--- src/hw/rtl/fpac_pkg.sv ---
package fpac_pkg;

	localparam int DW         = 32;
	// cordic x/y carry the rotation gain beyond 32 bits
	localparam int CW         = 35;
	localparam int ITERATIONS = 12;
	localparam int ITER_W     = $clog2(ITERATIONS + 1);
	// quotient of the small-angle path stays below 2^26
	localparam int DIV_STEPS  = 26;
	localparam int CNT_W      = $clog2(DIV_STEPS);

	localparam logic signed [DW-1:0] PI_FIX      = 32'sd1686629713;
	localparam logic signed [DW-1:0] HALF_PI_FIX = 32'sd843314856;
	localparam logic signed [DW-1:0] LIMIT32     = 32'sd2147483647;

	typedef struct packed {
		logic              load;
		logic              fold;
		logic              setup;
		logic              div_step;
		logic              cord_step;
		logic              finish;
		logic [ITER_W-1:0] idx;
	} fpac_cmd_t;

	typedef struct packed {
		logic axis;
		logic small_ang;
		logic y_zero;
	} fpac_stat_t;

	function automatic logic signed [DW-1:0] atan_entry(input logic [ITER_W-1:0] i);
		logic signed [DW-1:0] v;
		case (i)
			4'd0:    v = 32'sd421657428;
			4'd1:    v = 32'sd248918914;
			4'd2:    v = 32'sd131521918;
			4'd3:    v = 32'sd66762579;
			4'd4:    v = 32'sd33510843;
			4'd5:    v = 32'sd16771757;
			4'd6:    v = 32'sd8387925;
			4'd7:    v = 32'sd4194218;
			4'd8:    v = 32'sd2097141;
			4'd9:    v = 32'sd1048574;
			4'd10:   v = 32'sd524287;
			4'd11:   v = 32'sd262143;
			default: v = '0;
		endcase
		return v;
	endfunction

endpackage

--- src/hw/rtl/fixed_point_atan2_cordic_core.sv ---
// atan2 core: angle of the point (x, y) in radians scaled by 2^29, -pi to pi.
// input stream: s_axis_tdata carries y (bits 31:0) and x (bits 63:32), both
//   signed 32-bit; a transaction is taken when s_axis_tvalid and
//   s_axis_tready are both high.
// output stream: m_axis_tdata carries the signed 32-bit angle, one result per
//   input transaction, in order.
// one item is worked on at a time; s_axis_tready is high only while the
//   core is idle.
// path from input transaction to m_axis_tvalid, after the fold state:
//   axis points (x or y zero): straight to the finish state
//   flat angles (|x| >> 4 >= |y|): setup, then the 26-step restoring divider
//   other angles: setup, then n = 1..12 cordic steps, fewer once y hits zero
// the next input is taken the cycle after the result is written to the
//   output register, so the output may hold a result while the next item runs.
// if the receiver stalls, the result stays in the output register and the
//   next item waits in its final state until that register frees up.
// reset (arst_n low, asynchronous) returns to idle and drops m_axis_tvalid.
module fixed_point_atan2_cordic_core
	import fpac_pkg::*;
(
	input  logic            clk,
	input  logic            arst_n,
	input  logic            s_axis_tvalid,
	output logic            s_axis_tready,
	input  logic [2*DW-1:0] s_axis_tdata,  // y_value[31:0], x_value[63:32]
	output logic            m_axis_tvalid,
	input  logic            m_axis_tready,
	output logic [DW-1:0]   m_axis_tdata   // angle[31:0]
);

	fpac_cmd_t  cmd;
	fpac_stat_t st;

	fpac_ctrl u_ctrl (
		.clk       (clk),
		.arst_n    (arst_n),
		.in_valid  (s_axis_tvalid),
		.in_ready  (s_axis_tready),
		.out_valid (m_axis_tvalid),
		.out_ready (m_axis_tready),
		.st        (st),
		.cmd       (cmd)
	);

	fpac_dpath u_dpath (
		.clk    (clk),
		.y_in   (s_axis_tdata[DW-1:0]),
		.x_in   (s_axis_tdata[2*DW-1:DW]),
		.cmd    (cmd),
		.st     (st),
		.result (m_axis_tdata)
	);

endmodule

--- src/hw/rtl/fpac_dpath.sv ---
module fpac_dpath
	import fpac_pkg::*;
(
	input  logic                 clk,
	input  logic [DW-1:0]        y_in,
	input  logic [DW-1:0]        x_in,
	input  fpac_cmd_t            cmd,
	output fpac_stat_t           st,
	output logic [DW-1:0]        result
);

	logic signed [CW-1:0] x_q, y_q;
	logic signed [DW-1:0] acc_q;
	logic                 neg_q;
	logic [DIV_STEPS-1:0] quo_q;
	logic [DW-1:0]        rem_q;
	logic [DW-1:0]        res_q;

	logic signed [DW-1:0] y_sat, x_sat;
	logic signed [CW-1:0] sx, sy, x_nxt, y_nxt, xy_sum;
	logic signed [DW-1:0] tab, axis_val, acc_fin;
	logic [DW:0]          rem2, rem_sub;
	logic                 x_neg, y_neg, x_zero, y_zero_in;

	// most negative code is pulled into the symmetric range
	assign y_sat = (y_in == {1'b1, {(DW-1){1'b0}}}) ? -LIMIT32 : $signed(y_in);
	assign x_sat = (x_in == {1'b1, {(DW-1){1'b0}}}) ? -LIMIT32 : $signed(x_in);

	assign x_neg     = x_q[CW-1];
	assign y_neg     = y_q[CW-1];
	assign x_zero    = (x_q == '0);
	assign y_zero_in = (y_q == '0);

	always_comb begin
		if (x_zero) begin
			if (y_zero_in)
				axis_val = '0;
			else if (y_neg)
				axis_val = -HALF_PI_FIX;
			else
				axis_val = HALF_PI_FIX;
		end else if (x_neg) begin
			axis_val = PI_FIX;
		end else begin
			axis_val = '0;
		end
	end

	assign xy_sum = x_q + y_q;
	assign sx     = x_q >>> cmd.idx;
	assign sy     = y_q >>> cmd.idx;
	assign tab    = atan_entry(cmd.idx);

	always_comb begin
		if (y_neg) begin
			x_nxt = x_q - sy;
			y_nxt = y_q + sx;
		end else begin
			x_nxt = x_q + sy;
			y_nxt = y_q - sx;
		end
	end

	assign rem2    = {rem_q, 1'b0};
	assign rem_sub = rem2 - {2'b00, x_q[DW-2:0]};

	assign acc_fin = acc_q + $signed({{(DW-DIV_STEPS){1'b0}}, quo_q});

	assign st.axis      = x_zero | y_zero_in;
	assign st.small_ang = (x_q >>> 4) >= y_q;
	assign st.y_zero    = (y_nxt == '0);
	assign result       = res_q;

	always_ff @(posedge clk) begin
		if (cmd.load) begin
			x_q <= CW'(x_sat);
			y_q <= CW'(y_sat);
		end else if (cmd.fold) begin
			quo_q <= '0;
			neg_q <= 1'b0;
			if (st.axis) begin
				acc_q <= axis_val;
			end else if (x_neg) begin
				x_q   <= -x_q;
				acc_q <= -PI_FIX;
				if (y_neg)
					y_q <= -y_q;
				else
					neg_q <= 1'b1;
			end else begin
				acc_q <= '0;
				if (y_neg) begin
					y_q   <= -y_q;
					neg_q <= 1'b1;
				end
			end
		end else if (cmd.setup) begin
			if (st.small_ang) begin
				// first remainder of (y << 29) / x, already below x
				rem_q <= {y_q[DW-4:0], 3'b000};
			end else if (xy_sum > CW'(LIMIT32)) begin
				x_q <= x_q >>> 1;
				y_q <= y_q >>> 1;
			end
		end else if (cmd.div_step) begin
			if (!rem_sub[DW]) begin
				rem_q <= rem_sub[DW-1:0];
				quo_q <= {quo_q[DIV_STEPS-2:0], 1'b1};
			end else begin
				rem_q <= rem2[DW-1:0];
				quo_q <= {quo_q[DIV_STEPS-2:0], 1'b0};
			end
		end else if (cmd.cord_step) begin
			x_q   <= x_nxt;
			y_q   <= y_nxt;
			acc_q <= y_neg ? (acc_q - tab) : (acc_q + tab);
		end
		if (cmd.finish)
			res_q <= neg_q ? -acc_fin : acc_fin;
	end

endmodule

--- src/hw/rtl/fpac_ctrl.sv ---
module fpac_ctrl
	import fpac_pkg::*;
(
	input  logic       clk,
	input  logic       arst_n,
	input  logic       in_valid,
	output logic       in_ready,
	output logic       out_valid,
	input  logic       out_ready,
	input  fpac_stat_t st,
	output fpac_cmd_t  cmd
);

	localparam logic [2:0] ST_IDLE  = 3'd0;
	localparam logic [2:0] ST_FOLD  = 3'd1;
	localparam logic [2:0] ST_SETUP = 3'd2;
	localparam logic [2:0] ST_DIV   = 3'd3;
	localparam logic [2:0] ST_CORD  = 3'd4;
	localparam logic [2:0] ST_FIN   = 3'd5;

	logic [2:0]       state_q, state_nxt;
	logic [CNT_W-1:0] cnt_q;
	logic             out_valid_q;
	logic             out_free;

	assign in_ready  = (state_q == ST_IDLE);
	assign out_valid = out_valid_q;
	assign out_free  = !out_valid_q || out_ready;

	always_comb begin
		cmd           = '0;
		cmd.idx       = cnt_q[ITER_W-1:0];
		cmd.load      = in_ready && in_valid;
		cmd.fold      = (state_q == ST_FOLD);
		cmd.setup     = (state_q == ST_SETUP);
		cmd.div_step  = (state_q == ST_DIV);
		cmd.cord_step = (state_q == ST_CORD);
		cmd.finish    = (state_q == ST_FIN) && out_free;
	end

	always_comb begin
		state_nxt = state_q;
		case (state_q)
			ST_IDLE:  if (in_valid) state_nxt = ST_FOLD;
			ST_FOLD:  state_nxt = st.axis ? ST_FIN : ST_SETUP;
			ST_SETUP: state_nxt = st.small_ang ? ST_DIV : ST_CORD;
			ST_DIV:   if (cnt_q == CNT_W'(DIV_STEPS - 1)) state_nxt = ST_FIN;
			ST_CORD: begin
				// early exit once y lands on zero
				if (st.y_zero || cnt_q == CNT_W'(ITERATIONS - 1))
					state_nxt = ST_FIN;
			end
			ST_FIN:   if (out_free) state_nxt = ST_IDLE;
			default:  state_nxt = ST_IDLE;
		endcase
	end

	always_ff @(posedge clk or negedge arst_n) begin
		if (!arst_n) begin
			state_q     <= ST_IDLE;
			cnt_q       <= '0;
			out_valid_q <= 1'b0;
		end else begin
			state_q <= state_nxt;
			if (state_q == ST_DIV || state_q == ST_CORD)
				cnt_q <= cnt_q + 1'b1;
			else
				cnt_q <= '0;
			if (cmd.finish)
				out_valid_q <= 1'b1;
			else if (out_ready)
				out_valid_q <= 1'b0;
		end
	end

`ifndef SYNTHESIS
	a_div_cnt: assert property (@(posedge clk) disable iff (!arst_n)
		(state_q == ST_DIV) |-> (cnt_q < CNT_W'(DIV_STEPS)))
		else $error("divide step count out of range");
	a_cord_cnt: assert property (@(posedge clk) disable iff (!arst_n)
		(state_q == ST_CORD) |-> (cnt_q < CNT_W'(ITERATIONS)))
		else $error("cordic step count out of range");
	a_load_fold: assert property (@(posedge clk) disable iff (!arst_n)
		cmd.load |=> (state_q == ST_FOLD))
		else $error("accepted transaction did not start folding");
	a_no_overwrite: assert property (@(posedge clk) disable iff (!arst_n)
		cmd.finish |-> (!out_valid_q || out_ready))
		else $error("result overwritten before it was taken");
`endif

endmodule

--- config.mk ---
export PLATFORM = sky130hd
export DESIGN_NAME = fixed_point_atan2_cordic_core
export DESIGN_NICKNAME = d
export VERILOG_FILES = /design/src/hw/rtl/fpac_pkg.sv /design/src/hw/rtl/fixed_point_atan2_cordic_core.sv /design/src/hw/rtl/fpac_dpath.sv /design/src/hw/rtl/fpac_ctrl.sv
export SDC_FILE = /design/constraint.sdc
export NUM_CORES = 1
export LEC_CHECK = 0
export BUFFER_PORTS_ARGS = -buffer_cell sky130_fd_sc_hd__buf_2
export CELL_PAD_IN_SITES_DETAIL_PLACEMENT = 0
export CELL_PAD_IN_SITES_GLOBAL_PLACEMENT = 1
export CORE_MARGIN = 5
export CORE_UTILIZATION = 50
export DETAILED_ROUTE_END_ITERATION = 7
export PLACE_DENSITY = 0.93
export SLEW_MARGIN = 20
export SYNTH_ARGS = -nofsm -noshare
export SYNTH_HDL_FRONTEND = slang
export SYNTH_SLANG_ARGS = --single-unit
export TNS_END_PERCENT = 100
--- constraint.sdc ---
create_clock -name clk -period 7 [get_ports clk]
set_clock_uncertainty 0.1 [all_clocks]
set_input_delay 1.05 -clock clk [delete_from_list [all_inputs] [get_ports clk]]
set_output_delay 1.05 -clock clk [all_outputs]
set_load 0.02 [all_outputs]
==> results.cfg <==
[sta]
setup_viol = 0
fin_tns_setup_ns = 0
rsz0062_at_grt = no
slew_headroom = 0.279
max_clock_freq_mhz = 150
min_period_ns = 6.68
report.final.slew_viol_count = 0
worst_hold_slack_ns = 0.231
fin_crit_sh = 0.954
worstMarginPinSlew_ns = 1.08
hold_violations = 0

[drt]
avgViaCountPerCell = 6.66
wl_per_cell_um = 24.8
drc = 0
dr.first_iter.drc_count = 2483
dr.pass1.iters = 6
vias = 26300
ant_nets = 0
routed_wl_um = 98200

[clock_tree]
cts_tree = yes
insertion_delay_ns = 0.60
cts_buffer_depth = 3
cts_buffers = 27
path_clk_slew_ns = 0.07
cts_max_level = 1
postCtsHoldBufs = 0
cts_root_buf = clkbuf_16
clock-sinks = 202

[cells_and_area]
antenna_cells = 0
drive_above_1_share = 0.127
layout_common_cells = a21oi_1 (290), nand2_1 (282), nor2_1 (261)
num-nets-final = 3560
syn2layout_area_growth_pct = 9.74
fill_cells = 4831
final_common_cell = a21oi_1

[global_routing]
busiest_layer = met2
grt_pass1_vias = 25400
grt_max_degree = 80
grt_usage = 0.326
grt_antenna_before_repair = 0
grt_util_met1 = 0.374
grtUsageMet2 = 0.557
grt_pass1_wl_um = 147000
use_met3 = 0.0485
grt_overflow = 0

[critical_path]
arrival_ns = 6.88
crit_path_top_delay_cell = a2111oi_1
worstPathMaxFanout = 46
crit_buf_inv = 1
crit_type = reg -> reg
path_delay_family = compound AO/OA/AOI/OAI gates
r2r_start = u_ctrl.cnt_q[1]$_DFF_PN0_
max_stage_delay_ns = 0.71
regToRegSetupSlack_ns = 0.32
crit_chain = buf_12 > mux4_2 > mux4_2 > nor2b_1 > and2_1 > a21oi_1 > xnor2_1 > ha_1 > a2111oi_1 > a211oi_1 > o21ai_0 > o211ai_1 > o41ai_1 > a21oi_1 > a211oi_1 > xor2_1 > o221ai_1
cp-start-kind = flip-flop
r2r_end = u_dpath.x_q[33]$_DFFE_PP_
worstSetupEndpointType = flip-flop
r2r_cells = 17
cp.required_ns = 7.21

[worst_hold_path]
holdCritPathClass = in -> async

[floorplan]
initial_core_util = 0.505
rows = 84
die_y_um = 240
die_w_um = 240
ios = 102
die_area_um2 = 57800
core_area_um2 = 52600

[placement]
place_hpwl_um = 76400
portBuffers = 101
finalWeightedCongestion = 1.00

[yosys]
synth_largest_area_cell = edfxtp_1
ys.warnings.count = 0
avgSynthCellArea_um2 = 8.37
ys_types = 93
ys_top_cells_by_area = edfxtp_1 (22%), ha_1 (11%), xnor2_1 (6.9%)
synth_area_um2 = 26500
async_flop_share = 0.0446
synth_edf_count = 193
synth.net_count = 3486
synthCells = 3171
ys_ff_latch = 202
synth_top_area_frac = 0.218
yosysSeqAreaShare = 0.227
synthFlopType = edfxtp_1

[run]
cap_violations = 0

[status]
status = complete, no violations
[stage by stage]
stage	cell area, um^2	setup slack, ns	util	cells
after floorplan	26500	0.860	-	3171
after global placement	28100	0.352	0.535	3898
after detailed placement	28100	0.266	0.535	3898
after CTS	29000	0.211	0.552	3948
after global routing	29100	0.0293	0.554	3954
final	29100	0.324	0.554	3954
[what timing repair did]
item                       CTS  global route
setup buffers                0             6
setup endpoints to repair    0             7
resized for setup            0             6
[metal layers]
| metal | share of wire | vias to the layer above |
|---|---|---|
| li1 | - | 12100 |
| met1 | 0.36 | 12500 |
| met2 | 0.47 | 1358 |
| met3 | 0.075 | 417 |
| met4 | 0.089 | 0 |
| met5 | 0 | - |
[cell usage after synthesis, types with 59 or more instances]
| cell type | count |
|---|---|
| a21o_1 | 88 |
| a21oi_1 | 292 |
| clkbuf_1 | 125 |
| edfxtp_1 | 193 |
| ha_1 | 241 |
| inv_1 | 121 |
| mux2i_1 | 59 |
| mux4_2 | 75 |
| nand2_1 | 282 |
| nand3_1 | 62 |
| nor2_1 | 264 |
| nor2b_1 | 72 |
| nor3_1 | 63 |
| o21ai_0 | 233 |
| xnor2_1 | 209 |
| xor2_1 | 82 |
[registers in the layout, summed over array words and instances (netlist names)]
register,cells
u_dpath.x_q,35
u_dpath.y_q,35
u_dpath.acc_q,32
u_dpath.rem_q,32
u_dpath.result,32
u_dpath.quo_q,26
u_ctrl.cnt_q,5
u_ctrl.state_q,3
u_ctrl.out_valid,1
u_dpath.neg_q,1
[worst max path at each step]
stage,start,endpoint,slack [ns],depth (start not counted)
2_1_floorplan,u_ctrl.cnt_q[1]$_DFF_PN0_,u_ctrl.state_q[0]$_DFFE_PN0P_,0.86,29
3_3_place_gp,u_ctrl.cnt_q[0]$_DFF_PN0_,u_ctrl.state_q[0]$_DFFE_PN0P_,0.35,24
3_5_place_dp,u_ctrl.cnt_q[0]$_DFF_PN0_,u_ctrl.state_q[0]$_DFFE_PN0P_,0.27,24
4_1_cts,u_ctrl.cnt_q[0]$_DFF_PN0_,u_ctrl.state_q[0]$_DFFE_PN0P_,0.21,24
5_1_grt,u_ctrl.cnt_q[0]$_DFF_PN0_,u_ctrl.state_q[0]$_DFFE_PN0P_,0.03,23
6_report,u_ctrl.cnt_q[1]$_DFF_PN0_,u_dpath.x_q[33]$_DFFE_PP_,0.32,17
[area by class of cell]
class                   count  area [um^2]  share of cell area
clock buffers              30          687              0.0236
clock inverters            20          205             0.00705
inverters                 124          465              0.0160
multi-input cells        2677        19400               0.668
flip-flops and latches    202         6040               0.207
well taps                 688          861              0.0296
repair buffers            213         1410              0.0485
[cell families after synthesis]
group,share of synthesized area
AO/OA/AOI/OAI,0.239
adder cells (fa/ha/maj),0.118
AND/OR/NAND/NOR,0.179
multiplexers,0.0978
XOR/XNOR,0.0961
buffers and inverters,0.0436
flip-flops,0.227
Power is not shown: default switching activity piles up to over one toggle a cycle in this logic, so the estimate is an artifact.
